**src/sv/sexpr_token_lexer_top_defines.svh**
```systemverilog
// Assertion macros for the S-expression lexer.
`ifndef SEXPR_TOKEN_LEXER_TOP_DEFINES_SVH
`define SEXPR_TOKEN_LEXER_TOP_DEFINES_SVH
`ifndef SYNTH
`define SXL_ASSERT(lbl, prop) \
  lbl: assert property (@(posedge clk) disable iff (rst) prop) \
    else $error("sexpr lexer check failed");
`define SXL_ASSERT_ALWAYS(lbl, prop) \
  lbl: assert property (@(posedge clk) prop) \
    else $error("sexpr lexer check failed in or out of reset");
`else
`define SXL_ASSERT(lbl, prop)
`define SXL_ASSERT_ALWAYS(lbl, prop)
`endif
`endif

```
**src/sv/sxl_pkg.sv**
```systemverilog
// Shared types, character codes and sizes for the S-expression lexer.
package sxl_pkg;

  localparam int POSITION_BITS_DEFAULT = 16;
  localparam int TOKEN_POS_W = 16;
  localparam int TOKEN_LEN_W = 16;
  localparam logic [TOKEN_LEN_W-1:0] LEN_MAX = '1;

  localparam int FIFO_DEPTH = 4;
  localparam int FIFO_PTR_W = $clog2(FIFO_DEPTH);
  localparam int FIFO_CNT_W = $clog2(FIFO_DEPTH + 1);

  localparam logic [7:0] CH_LPAREN = 8'h28;
  localparam logic [7:0] CH_RPAREN = 8'h29;
  localparam logic [7:0] CH_QUOTE = 8'h22;
  localparam logic [7:0] CH_DOT = 8'h2E;
  localparam logic [7:0] CH_MINUS = 8'h2D;
  localparam logic [7:0] CH_SPACE = 8'h20;
  localparam logic [7:0] CH_TAB = 8'h09;
  localparam logic [7:0] CH_NEWLINE = 8'h0A;
  localparam logic [7:0] CH_ZERO = 8'h30;
  localparam logic [7:0] CH_NINE = 8'h39;

  typedef enum logic [2:0] {
    KIND_OPEN    = 3'd0,
    KIND_CLOSE   = 3'd1,
    KIND_NUMBER  = 3'd2,
    KIND_STRING  = 3'd3,
    KIND_SYMBOL  = 3'd4,
    KIND_UNKNOWN = 3'd5
  } kind_t;

  typedef struct packed {
    kind_t                  kind;
    logic [TOKEN_POS_W-1:0] start;
    logic [TOKEN_LEN_W-1:0] length;
    logic                   last;
  } token_t;

  typedef struct packed {
    logic [FIFO_CNT_W-1:0] count;
    logic                  room2;
  } fifo_status_t;

  function automatic token_t make_token(kind_t kind, logic [TOKEN_POS_W-1:0] start,
                                        logic [TOKEN_LEN_W-1:0] length, logic last);
    token_t t;
    t.kind = kind;
    t.start = start;
    t.length = length;
    t.last = last;
    return t;
  endfunction

endpackage

```
**src/sv/sxl_if.sv**
```systemverilog
// Valid/ready channels for source characters and lexer tokens.
interface sxl_char_if;
  logic       valid;
  logic       ready;
  logic [7:0] char_code;
  logic       end_of_input;

  modport source (output valid, output char_code, output end_of_input, input ready);
  modport sink (input valid, input char_code, input end_of_input, output ready);
endinterface

interface sxl_token_if;
  logic                              valid;
  logic                              ready;
  logic [2:0]                        token_kind;
  logic [sxl_pkg::TOKEN_POS_W-1:0]   token_start;
  logic [sxl_pkg::TOKEN_LEN_W-1:0]   token_length;
  logic                              last_of_run;

  modport source (output valid, output token_kind, output token_start, output token_length,
                  output last_of_run, input ready);
  modport sink (input valid, input token_kind, input token_start, input token_length,
                input last_of_run, output ready);
endinterface

```
**src/sv/sxl_step.sv**
```systemverilog
// Lexer state and per-character token logic.
module sxl_step #(
  parameter int POSITION_BITS = sxl_pkg::POSITION_BITS_DEFAULT
) (
  input  logic            clk,
  input  logic            rst,
  input  logic            step_valid,
  input  logic [7:0]      char_code,
  input  logic            end_of_input,
  output logic [1:0]      tok_count,
  output sxl_pkg::token_t tok0,
  output sxl_pkg::token_t tok1
);

  logic [POSITION_BITS-1:0]         char_position, char_position_next;
  logic                             in_string, in_string_next;
  logic                             token_open, token_open_next;
  logic [sxl_pkg::TOKEN_POS_W-1:0]  open_start, open_start_next;
  logic [sxl_pkg::TOKEN_LEN_W-1:0]  open_length, open_length_next;
  logic                             number_ok, number_ok_next;
  logic                             dot_seen, dot_seen_next;
  logic                             symbol_ok, symbol_ok_next;

  logic                             is_digit, is_blank, is_paren, is_quote;
  logic                             is_dot, is_minus, first;
  logic                             nok_base, dot_base;
  logic [sxl_pkg::TOKEN_LEN_W-1:0]  len_inc;
  logic [sxl_pkg::TOKEN_POS_W-1:0]  pos_start;
  sxl_pkg::kind_t                   flush_kind, paren_kind;
  logic [1:0]                       count_raw;

  assign is_digit = (char_code >= sxl_pkg::CH_ZERO) && (char_code <= sxl_pkg::CH_NINE);
  assign is_blank = (char_code == sxl_pkg::CH_SPACE) || (char_code == sxl_pkg::CH_TAB) ||
                    (char_code == sxl_pkg::CH_NEWLINE);
  assign is_paren = (char_code == sxl_pkg::CH_LPAREN) || (char_code == sxl_pkg::CH_RPAREN);
  assign is_quote = char_code == sxl_pkg::CH_QUOTE;
  assign is_dot = char_code == sxl_pkg::CH_DOT;
  assign is_minus = char_code == sxl_pkg::CH_MINUS;
  assign first = !token_open;
  assign nok_base = first ? 1'b1 : number_ok;
  assign dot_base = first ? 1'b0 : dot_seen;
  assign len_inc = (open_length == sxl_pkg::LEN_MAX) ? open_length : open_length + 1'b1;
  assign pos_start = sxl_pkg::TOKEN_POS_W'(char_position);
  assign paren_kind = (char_code == sxl_pkg::CH_LPAREN) ? sxl_pkg::KIND_OPEN
                                                        : sxl_pkg::KIND_CLOSE;
  assign flush_kind = in_string ? sxl_pkg::KIND_UNKNOWN :
                      number_ok ? sxl_pkg::KIND_NUMBER :
                      symbol_ok ? sxl_pkg::KIND_SYMBOL : sxl_pkg::KIND_UNKNOWN;
  assign tok_count = step_valid ? count_raw : 2'd0;

  always_comb begin
    char_position_next = char_position + 1'b1;
    in_string_next = in_string;
    token_open_next = token_open;
    open_start_next = open_start;
    open_length_next = open_length;
    number_ok_next = number_ok;
    dot_seen_next = dot_seen;
    symbol_ok_next = symbol_ok;
    count_raw = 2'd0;
    tok0 = sxl_pkg::make_token(flush_kind, open_start, open_length, 1'b1);
    tok1 = sxl_pkg::make_token(paren_kind, pos_start, sxl_pkg::TOKEN_LEN_W'(1), 1'b1);

    if (end_of_input || (in_string && is_quote) || (!in_string && (is_blank || is_paren))) begin
      in_string_next = 1'b0;
      token_open_next = 1'b0;
      open_start_next = '0;
      open_length_next = '0;
      number_ok_next = 1'b1;
      dot_seen_next = 1'b0;
      symbol_ok_next = 1'b1;
    end

    if (end_of_input) begin
      char_position_next = '0;
      count_raw = token_open ? 2'd1 : 2'd0;
    end else if (in_string) begin
      if (is_quote) begin
        tok0 = sxl_pkg::make_token(sxl_pkg::KIND_STRING, open_start, len_inc, 1'b1);
        count_raw = 2'd1;
      end else begin
        open_length_next = len_inc;
      end
    end else if (is_blank) begin
      count_raw = token_open ? 2'd1 : 2'd0;
    end else if (is_paren) begin
      if (token_open) begin
        tok0.last = 1'b0;
        count_raw = 2'd2;
      end else begin
        tok0 = tok1;
        count_raw = 2'd1;
      end
    end else if (is_quote) begin
      count_raw = token_open ? 2'd1 : 2'd0;
      token_open_next = 1'b1;
      in_string_next = 1'b1;
      open_start_next = pos_start;
      open_length_next = sxl_pkg::TOKEN_LEN_W'(1);
      number_ok_next = 1'b1;
      dot_seen_next = 1'b0;
      symbol_ok_next = 1'b1;
    end else begin
      token_open_next = 1'b1;
      number_ok_next = nok_base;
      dot_seen_next = dot_base;
      if (first) begin
        open_start_next = pos_start;
        open_length_next = sxl_pkg::TOKEN_LEN_W'(1);
        symbol_ok_next = !is_digit;
      end else begin
        open_length_next = len_inc;
      end
      if (!is_digit) begin
        if (is_dot) begin
          if (dot_base) begin
            number_ok_next = 1'b0;
          end
          dot_seen_next = 1'b1;
        end else if (!(is_minus && first)) begin
          number_ok_next = 1'b0;
        end
      end
    end
  end

  always_ff @(posedge clk) begin
    if (rst) begin
      char_position <= '0;
      in_string <= 1'b0;
      token_open <= 1'b0;
      open_start <= '0;
      open_length <= '0;
      number_ok <= 1'b1;
      dot_seen <= 1'b0;
      symbol_ok <= 1'b1;
    end else if (step_valid) begin
      char_position <= char_position_next;
      in_string <= in_string_next;
      token_open <= token_open_next;
      open_start <= open_start_next;
      open_length <= open_length_next;
      number_ok <= number_ok_next;
      dot_seen <= dot_seen_next;
      symbol_ok <= symbol_ok_next;
    end
  end

endmodule

```
**src/sv/sxl_tok_fifo.sv**
```systemverilog
// Token queue: takes up to two tokens a cycle, hands out one.
module sxl_tok_fifo (
  input  logic                  clk,
  input  logic                  rst,
  input  logic [1:0]            push_count,
  input  sxl_pkg::token_t       push0,
  input  sxl_pkg::token_t       push1,
  input  logic                  pop,
  output sxl_pkg::token_t       head,
  output sxl_pkg::fifo_status_t status
);

  sxl_pkg::token_t                 entries [sxl_pkg::FIFO_DEPTH];
  logic [sxl_pkg::FIFO_PTR_W-1:0]  wr_ptr, wr_ptr_next;
  logic [sxl_pkg::FIFO_PTR_W-1:0]  rd_ptr, rd_ptr_next;
  logic [sxl_pkg::FIFO_CNT_W-1:0]  count, count_next;

  assign wr_ptr_next = wr_ptr + sxl_pkg::FIFO_PTR_W'(push_count);
  assign rd_ptr_next = rd_ptr + sxl_pkg::FIFO_PTR_W'(pop);
  assign count_next = count + sxl_pkg::FIFO_CNT_W'(push_count) - sxl_pkg::FIFO_CNT_W'(pop);

  assign head = entries[rd_ptr];
  assign status.count = count;
  assign status.room2 = count <= sxl_pkg::FIFO_CNT_W'(sxl_pkg::FIFO_DEPTH - 2);

  always_ff @(posedge clk) begin
    if (rst) begin
      wr_ptr <= '0;
      rd_ptr <= '0;
      count <= '0;
    end else begin
      wr_ptr <= wr_ptr_next;
      rd_ptr <= rd_ptr_next;
      count <= count_next;
    end
  end

  always_ff @(posedge clk) begin
    if (push_count != 2'd0) begin
      entries[wr_ptr] <= push0;
    end
    if (push_count == 2'd2) begin
      entries[wr_ptr + 1'b1] <= push1;
    end
  end

endmodule

```
**src/sv/sexpr_token_lexer_top.sv**
```systemverilog
// Top level of the S-expression lexer: input register, token logic, token queue.
// A character waits in the input register until the queue has room for two tokens;
// its tokens then go into the queue. Throughput: one character per cycle while
// the queue has room; a beat's tokens leave in turn by the single read port.
// Reset (rst, synchronous): empties both stages and the queue, position back to zero.
`include "sexpr_token_lexer_top_defines.svh"
module sexpr_token_lexer_top #(
  parameter int POSITION_BITS = sxl_pkg::POSITION_BITS_DEFAULT
) (
  input  logic        clk,
  input  logic        rst,
  sxl_char_if.sink    char_in,
  sxl_token_if.source token_out
);

  logic                  in_valid_q;
  logic [7:0]            char_q;
  logic                  eoi_q;
  logic                  fire;
  logic                  pop;
  logic [1:0]            tok_count;
  sxl_pkg::token_t       tok0, tok1, head;
  sxl_pkg::fifo_status_t status;

  assign fire = in_valid_q && status.room2;
  assign char_in.ready = !in_valid_q || fire;

  always_ff @(posedge clk) begin
    if (rst) begin
      in_valid_q <= 1'b0;
    end else if (char_in.ready) begin
      in_valid_q <= char_in.valid;
    end
  end

  always_ff @(posedge clk) begin
    if (char_in.valid && char_in.ready) begin
      char_q <= char_in.char_code;
      eoi_q <= char_in.end_of_input;
    end
  end

  sxl_step #(
    .POSITION_BITS(POSITION_BITS)
  ) u_step (
    .clk         (clk),
    .rst         (rst),
    .step_valid  (fire),
    .char_code   (char_q),
    .end_of_input(eoi_q),
    .tok_count   (tok_count),
    .tok0        (tok0),
    .tok1        (tok1)
  );

  sxl_tok_fifo u_fifo (
    .clk       (clk),
    .rst       (rst),
    .push_count(tok_count),
    .push0     (tok0),
    .push1     (tok1),
    .pop       (pop),
    .head      (head),
    .status    (status)
  );

  assign pop = token_out.valid && token_out.ready;
  assign token_out.valid = status.count != '0;
  assign token_out.token_kind = head.kind;
  assign token_out.token_start = head.start;
  assign token_out.token_length = head.length;
  assign token_out.last_of_run = head.last;

  `SXL_ASSERT_ALWAYS(a_count_bound, rst || status.count <= sxl_pkg::FIFO_CNT_W'(sxl_pkg::FIFO_DEPTH))
  `SXL_ASSERT(a_push_has_room, tok_count != 2'd0 |-> status.room2)
  `SXL_ASSERT(a_hold_stalled, in_valid_q && !fire |=> in_valid_q && $stable(char_q) && $stable(eoi_q))
  `SXL_ASSERT(a_last_mark, tok_count == 2'd2 |-> !tok0.last && tok1.last)

endmodule
```
**src/flat_wrapper.sv**
```systemverilog
// flat-port wrapper written by rule: the top's interface ports become plain ports
module sexpr_token_lexer_top_flat 
#(
  parameter int POSITION_BITS = sxl_pkg::POSITION_BITS_DEFAULT
)
  (clk, rst, char_in_valid, char_in_char_code, char_in_end_of_input, char_in_ready, token_out_valid, token_out_token_kind, token_out_token_start, token_out_token_length, token_out_last_of_run, token_out_ready);
  sxl_char_if char_in_i ();
  sxl_token_if token_out_i ();
  input  logic clk;
  input  logic rst;
  input wire logic [$bits(char_in_i.valid)-1:0] char_in_valid;
  input wire logic [$bits(char_in_i.char_code)-1:0] char_in_char_code;
  input wire logic [$bits(char_in_i.end_of_input)-1:0] char_in_end_of_input;
  output wire logic [$bits(char_in_i.ready)-1:0] char_in_ready;
  output wire logic [$bits(token_out_i.valid)-1:0] token_out_valid;
  output wire logic [$bits(token_out_i.token_kind)-1:0] token_out_token_kind;
  output wire logic [$bits(token_out_i.token_start)-1:0] token_out_token_start;
  output wire logic [$bits(token_out_i.token_length)-1:0] token_out_token_length;
  output wire logic [$bits(token_out_i.last_of_run)-1:0] token_out_last_of_run;
  input wire logic [$bits(token_out_i.ready)-1:0] token_out_ready;
  assign char_in_i.valid = char_in_valid;
  assign char_in_i.char_code = char_in_char_code;
  assign char_in_i.end_of_input = char_in_end_of_input;
  assign char_in_ready = char_in_i.ready;
  assign token_out_valid = token_out_i.valid;
  assign token_out_token_kind = token_out_i.token_kind;
  assign token_out_token_start = token_out_i.token_start;
  assign token_out_token_length = token_out_i.token_length;
  assign token_out_last_of_run = token_out_i.last_of_run;
  assign token_out_i.ready = token_out_ready;
  sexpr_token_lexer_top #(.POSITION_BITS(POSITION_BITS)) u_core (.clk(clk), .rst(rst), .char_in(char_in_i), .token_out(token_out_i));
endmodule
```
**config.mk**
```make
export PLATFORM = sky130hd
export DESIGN_NAME = sexpr_token_lexer_top_flat
export DESIGN_NICKNAME = d
export VERILOG_FILES = /design/src/sv/sxl_pkg.sv /design/src/sv/sxl_if.sv /design/src/sv/sxl_step.sv /design/src/sv/sxl_tok_fifo.sv /design/src/sv/sexpr_token_lexer_top.sv /design/src/flat_wrapper.sv
export VERILOG_INCLUDE_DIRS = /design/src /design/src/sv
export SDC_FILE = /design/constraint.sdc
export NUM_CORES = 1
export LEC_CHECK = 0
export BUFFER_PORTS_ARGS = -buffer_cell sky130_fd_sc_hd__buf_2
export CORE_AREA = 8 8 253 133
export CTS_CLUSTER_DIAMETER = 40
export DETAILED_ROUTE_END_ITERATION = 12
export DIE_AREA = 0 0 261 141
export GPL_TIMING_DRIVEN = 0
export PLACE_DENSITY = 0.61
export SLEW_MARGIN = 25
export SYNTH_ARGS = -nofsm -noshare
export SYNTH_HDL_FRONTEND = slang
export SYNTH_HIERARCHICAL = 1
export SYNTH_SLANG_ARGS = --single-unit
export TNS_END_PERCENT = 30
```
**constraint.sdc**
```tcl
create_clock -name clk -period 6.4 [get_ports clk]
set_input_delay 1.28 -clock clk [delete_from_list [all_inputs] [get_ports clk]]
set_output_delay 1.28 -clock clk [all_outputs]
set_load 0.1 [all_outputs]
```
**Word-level counts from Yosys, hierarchy flattened**

Memory sizes are Yosys's and may differ from the RTL's. A register that Yosys moved wholly into a read port is not among the register bits.
Cells that the tools add are included.

- Register bits after elaboration: 70
- Memory bits (writable): 144
- Output and inout bits: 38
- Word-level logic and storage cells: 135
- Memories: 1

- $add $sub $neg: 7
- $lt $le $gt $ge: 3
- Equal/unequal tests: 10
- Muxes and demuxes: 80
- Reduce and logical (&&, ||, !) cells: 20

Memory list:

| name | words | width | read ports | clocked after memory_dff | write ports | line | RTL |
|---|---|---|---|---|---|---|---|
| u_core.u_fifo.entries | 4 | 36 | 1 | 1 | 2 | sxl_tok_fifo.sv:13 | `sxl_pkg::token_t entries [sxl_pkg::FIFO_DEPTH];` |

Operator list:

| operator | number |
|---|---|
| $mux 16 | 17 |
| $mux 36 | 5 |
| $eq 8x6->1 const B | 6 |
| $mux 1 | 48 |
| $mux 35 | 1 |
| $add 16x1->16 const B | 2 |
| $eq 16x16->1 const B | 1 |
| $eq 8x4->1 const B | 2 |
| $mux 2 | 7 |
| $ge 8x6->1 const B | 1 |
| $le 8x6->1 const B | 1 |
| $logic_and 1x1->1 | 7 |
| $logic_or 1x1->1 | 7 |
| $mux 3 | 2 |
| $logic_not 1->1 | 4 |
| $add 3x2->3 | 1 |
| $le 3x2->1 const B | 1 |
| $reduce_bool 3->1 | 1 |
| $sub 3x1->3 | 1 |
| $add 2x1->2 | 1 |
| $add 2x1->2 const B | 1 |
| $add 2x2->2 | 1 |
| $eq 2x2->1 const B | 1 |
| $reduce_bool 2->1 | 1 |

**Depth between registers and ports, before layout**

- Depth after elaboration: 13
- Gate-level depth with buffers: 11
- Mapped depth without buffers: 10

**By module**

Netlist, hierarchy kept.

By module, submodules not included:

| module | instances | cells an instance | area each (um^2) | seq. area each (um^2) |
|---|---|---|---|---|
| sxl_tok_fifo | 1 | 389 | 7347.0 | 4464.3 |
| sxl_step | 1 | 438 | 3564.7 | 1061.0 |
| sexpr_token_lexer_top | 1 | 17 | 337.8 | 290.3 |

**Worst setup path after synthesis**

No wires, ideal clock.

- Path type: register to register
- Start: register u_core.char_q[2]
- End: memory u_core/u_fifo/entries[0][0] in the netlist's numbering (enable)
- Library setup time: 0.479 ns
- Arrival: 4.347 ns
- Data required time: 5.921 ns
- Slack: 1.574 ns
- Cell stages (with the launch flop): 8
- Path buffers: 1
- Period minus slack after synthesis: 4.826 ns
- Path through: edfxtp_1 > nor4_1 > nand2_1 > or4_1 > nor2_1 > buf_2 > o21bai_1 > o21ai_0

RTL lines:

| what | line | RTL |
|---|---|---|
| from (decl) | sexpr_token_lexer_top.sv:17 | `logic [7:0] char_q;` |
| from (signal assigned) | sexpr_token_lexer_top.sv:38 | `char_q <= char_in.char_code;` |
| to (decl) | sxl_tok_fifo.sv:13 |  |

==> flow_summary.toml <==
[global_routing]
antenna_found_initial = 0
grt_pass1_vias = 7003
gr-usage-all-layers = 0.1564
gr-total-overflow = 0
grt_pass1_wl_mm = 44.30
grt_max_degree = 21

[synthesis]
ys_types = 83
ys_async_sr_fraction = 0
ys_seq_area_frac = 0.5170
ys_seq_elements = 214
synth_cells = 844
synth_ff_type = "edfxtp_1"
ys_warn_count = 6
synth.avg_cell_area_um2 = 13.33
syn-cell-area_mm2 = 0.01125
synth_edf_count = 153

[place]
dp.cells = 1317
portBuffers = 50
gp_congestion = 0.9329
hpwl_mm = 20.53
placed_area_mm2 = 0.01228
dp_slack_ns = 2.359

[layout]
final_cells = 1361
area_delta_synth_final_pct = 16.35
fill_cells = 2758
fin_area_mm2 = 0.01309
nets = 965
n_antenna_cell = 0
fin_util = 0.4370
drive_gt1_frac = 0.3960

[min_path]
hold_depth = 1
worstHoldEndpoint = "u_core/u_step/open_start[5]"
hold_start = "u_core/u_step/open_start[5]"
hold_class = "register to register"

[die]
die-width_um = 261
initial_utilization = 0.3756
dieHeight_um = 141
core_mm2 = 0.02995
row_count = 45
ios = 51
dieArea_mm2 = 0.03680

[worst_setup_path]
path_max_fanout = 10
cp.arrival_ns = 3.19
start_kind = "register"
r2r-start = "u_core/char_q[2]"
r2r_end = "u_core/u_fifo/entries[2][21]"
rrSetupSlack_ns = 2.28
critPathRequiredTime_ns = 5.12
endpoint_kind = "output port"
rr_worst_depth = 11
critical_path_class = "register to output port"

[sta]
hold_viol_final = 0
tns_ns = 0
finalCritPeriodShare = 0.6988
clock.fmax_mhz = 223.6
rsz0062_at_grt = "no"
layout_min_cycle_time_ns = 4.473
fin_ws_ns = 1.927
setup_violations = 0
worstMarginPinSlew_ns = 1.012
max_slew_margin = 0.3222
slew_viol_final = 0
clock_skew_ns = 0.01032

[clocking]
clockBufferDepth = 3
post_cts_resized = 0
cts_sinks = 214
cts_tree = "done"
cts_hold_buf = 0
clk_pin_slew_ns = 0.06
root_buffer = "clkbuf_16"
post-cts-setup-buffers = 0
h-tree-depth = 1
clk_latency_ns = 0.53
cts_made_buffers = 24

[pwr]
power_density_mw_per_mm2 = 317.0
leakage_uw = 0.004725
peakVddDrop_v = 0.0002909

[detailed_routing]
drtIter0Drc = 780
via_per_inst = 5.463
wl_per_cell_um = 21.51
postRouteAntennaNets = 0
drc_errors = 0
vias = 7435
wl_mm = 29.27
dr.pass1.iters = 7

[flow_run]
maxCapViolCount = 0

[status]
status = "finished clean"
-- cell families after synthesis --
group                      after synthesis  synth area share
adders and majority gates                8          0.009565
other                                    2         0.0006676
xor gates and xnor gates                17           0.01579
AOI/OAI and AO/OA                      115           0.06985
and+or+nand+nor                        195           0.09955
buffers and inverters                   92           0.05038
muxes                                  201            0.2372
DFF                                    214            0.5170
-- power breakdown --
part           switching [µW]  internal [µW]  leakage, µW
clock                     591            811     0.000397
sequential               24.4           1500      0.00192
combinational             927            294      0.00241
-- synthesized netlist by cell type, drive strengths merged (3+ instances only) --
| master | n | area (µm²) |
|---|---|---|
| a211oi | 6 | 50.05 |
| a21o | 3 | 22.52 |
| a21oi | 29 | 148.9 |
| a22o | 16 | 140.1 |
| a31oi | 10 | 62.56 |
| a41oi | 4 | 35.03 |
| and2 | 9 | 60.06 |
| and3 | 6 | 37.54 |
| and4 | 7 | 61.31 |
| buf | 57 | 415.4 |
| clkbuf | 16 | 80.08 |
| dfxtp | 61 | 1221 |
| edfxtp | 153 | 4594 |
| ha | 7 | 87.58 |
| inv | 18 | 67.56 |
| mux2 | 162 | 1828 |
| mux2i | 3 | 30.03 |
| mux4 | 36 | 810.8 |
| nand2 | 31 | 116.4 |
| nand2b | 3 | 18.77 |
| nand3 | 19 | 95.09 |
| nand4 | 15 | 93.84 |
| nor2 | 46 | 182.7 |
| nor2b | 5 | 31.28 |
| nor3 | 17 | 106.4 |
| nor4 | 6 | 37.54 |
| nor4b | 3 | 41.29 |
| nor4bb | 3 | 30.03 |
| o21ai | 20 | 100.1 |
| o31ai | 7 | 52.55 |
| or2 | 5 | 31.28 |
| or3 | 4 | 30.03 |
| or4 | 5 | 41.29 |
| xnor2 | 6 | 52.55 |
| xor2 | 9 | 78.83 |
-- stage by stage --
step | hold slack, ns | total power, µW
4_1_cts | 0.4756 | 4198
3_3_place_gp | 0.4523 | 2778
2_1_floorplan | 0.4383 | 2575
3_5_place_dp | 0.4519 | 2790
6_report | 0.4704 | 4149
5_1_grt | 0.4852 | 4296
-- cell usage in the layout, fill, tap and decap left out, drive strengths merged, types with 4 or more instances in the layout --
cell      n
a211oi    6
a21oi    29
a22o     16
a31oi    10
a41oi     4
and2      9
and3      6
and4      7
buf     114
clkbuf   47
clkinv    7
conb     19
dfxtp    61
edfxtp  153
ha        7
inv      22
mux2    162
mux4     36
nand2    31
nand3    19
nand4    15
nor2     46
nor2b     5
nor3     17
nor4      6
o21ai    20
o31ai     7
or2       5
or3       4
or4       5
xnor2     6
xor2      9
-- per-layer routing --
metal | routed length (µm) | vias to the layer above | part of all wire | global-route usage
li1 | - | 3457 | - | -
met1 | 16000 | 3644 | 0.55 | 0.2667
met2 | 10730 | 302 | 0.37 | 0.1954
met3 | 2149 | 32 | 0.073 | 0.02886
met4 | 395 | 0 | 0.013 | 0.02432
met5 | 0 | - | 0 | 0
-- critical path, stage by stage, from the launching register on --
cell and delay [ns]:
dfxtp_1 0.30, clkbuf_1 0.71, clkbuf_1 0.79, mux4_2 0.42
buf_2 0.44
-- sequential cells by signal, indices dropped and copies added (netlist names), 2 cells and up --
name / cells
u_core/char_q: 8
u_core/u_fifo/count: 3
u_core/u_fifo/entries: 144
u_core/u_fifo/rd_ptr: 2
u_core/u_fifo/wr_ptr: 2
u_core/u_step/char_position: 16
u_core/u_step/open_length: 16
u_core/u_step/open_start: 16
-- area by class of cell --
type / count / area, µm² / share of cell area
plain buffers: 73 / 495.5 / 0.03785
clock buffers: 31 / 688.2 / 0.05258
clock inverters: 13 / 122.6 / 0.009368
inverters: 19 / 71.32 / 0.005449
multi-input cells: 555 / 4969 / 0.3796
flip-flops and latches: 214 / 5816 / 0.4443
well taps: 399 / 499.2 / 0.03814
repair buffers: 57 / 427.9 / 0.03269
-- how the worst max path moves through the flow --
stage / start / end / slack, ns / cells past startpoint
final: u_core/u_fifo/rd_ptr[1] / token_out_token_length[4] / 1.93 / 4
after global routing: u_core/u_fifo/rd_ptr[1] / token_out_token_length[4] / 1.78 / 4
after CTS: u_core/u_fifo/rd_ptr[1] / token_out_token_start[12] / 1.87 / 4
after detailed placement: u_core/char_q[2] / u_core/u_fifo/entries[2][22] / 2.36 / 11
after global placement: u_core/char_q[2] / u_core/u_fifo/entries[0][23] / -1.47 / 7
after floorplan: u_core/char_q[2] / u_core/u_fifo/entries[0][0] / 1.57 / 7
No activity file was read; power rests on OpenSTA's default activity.
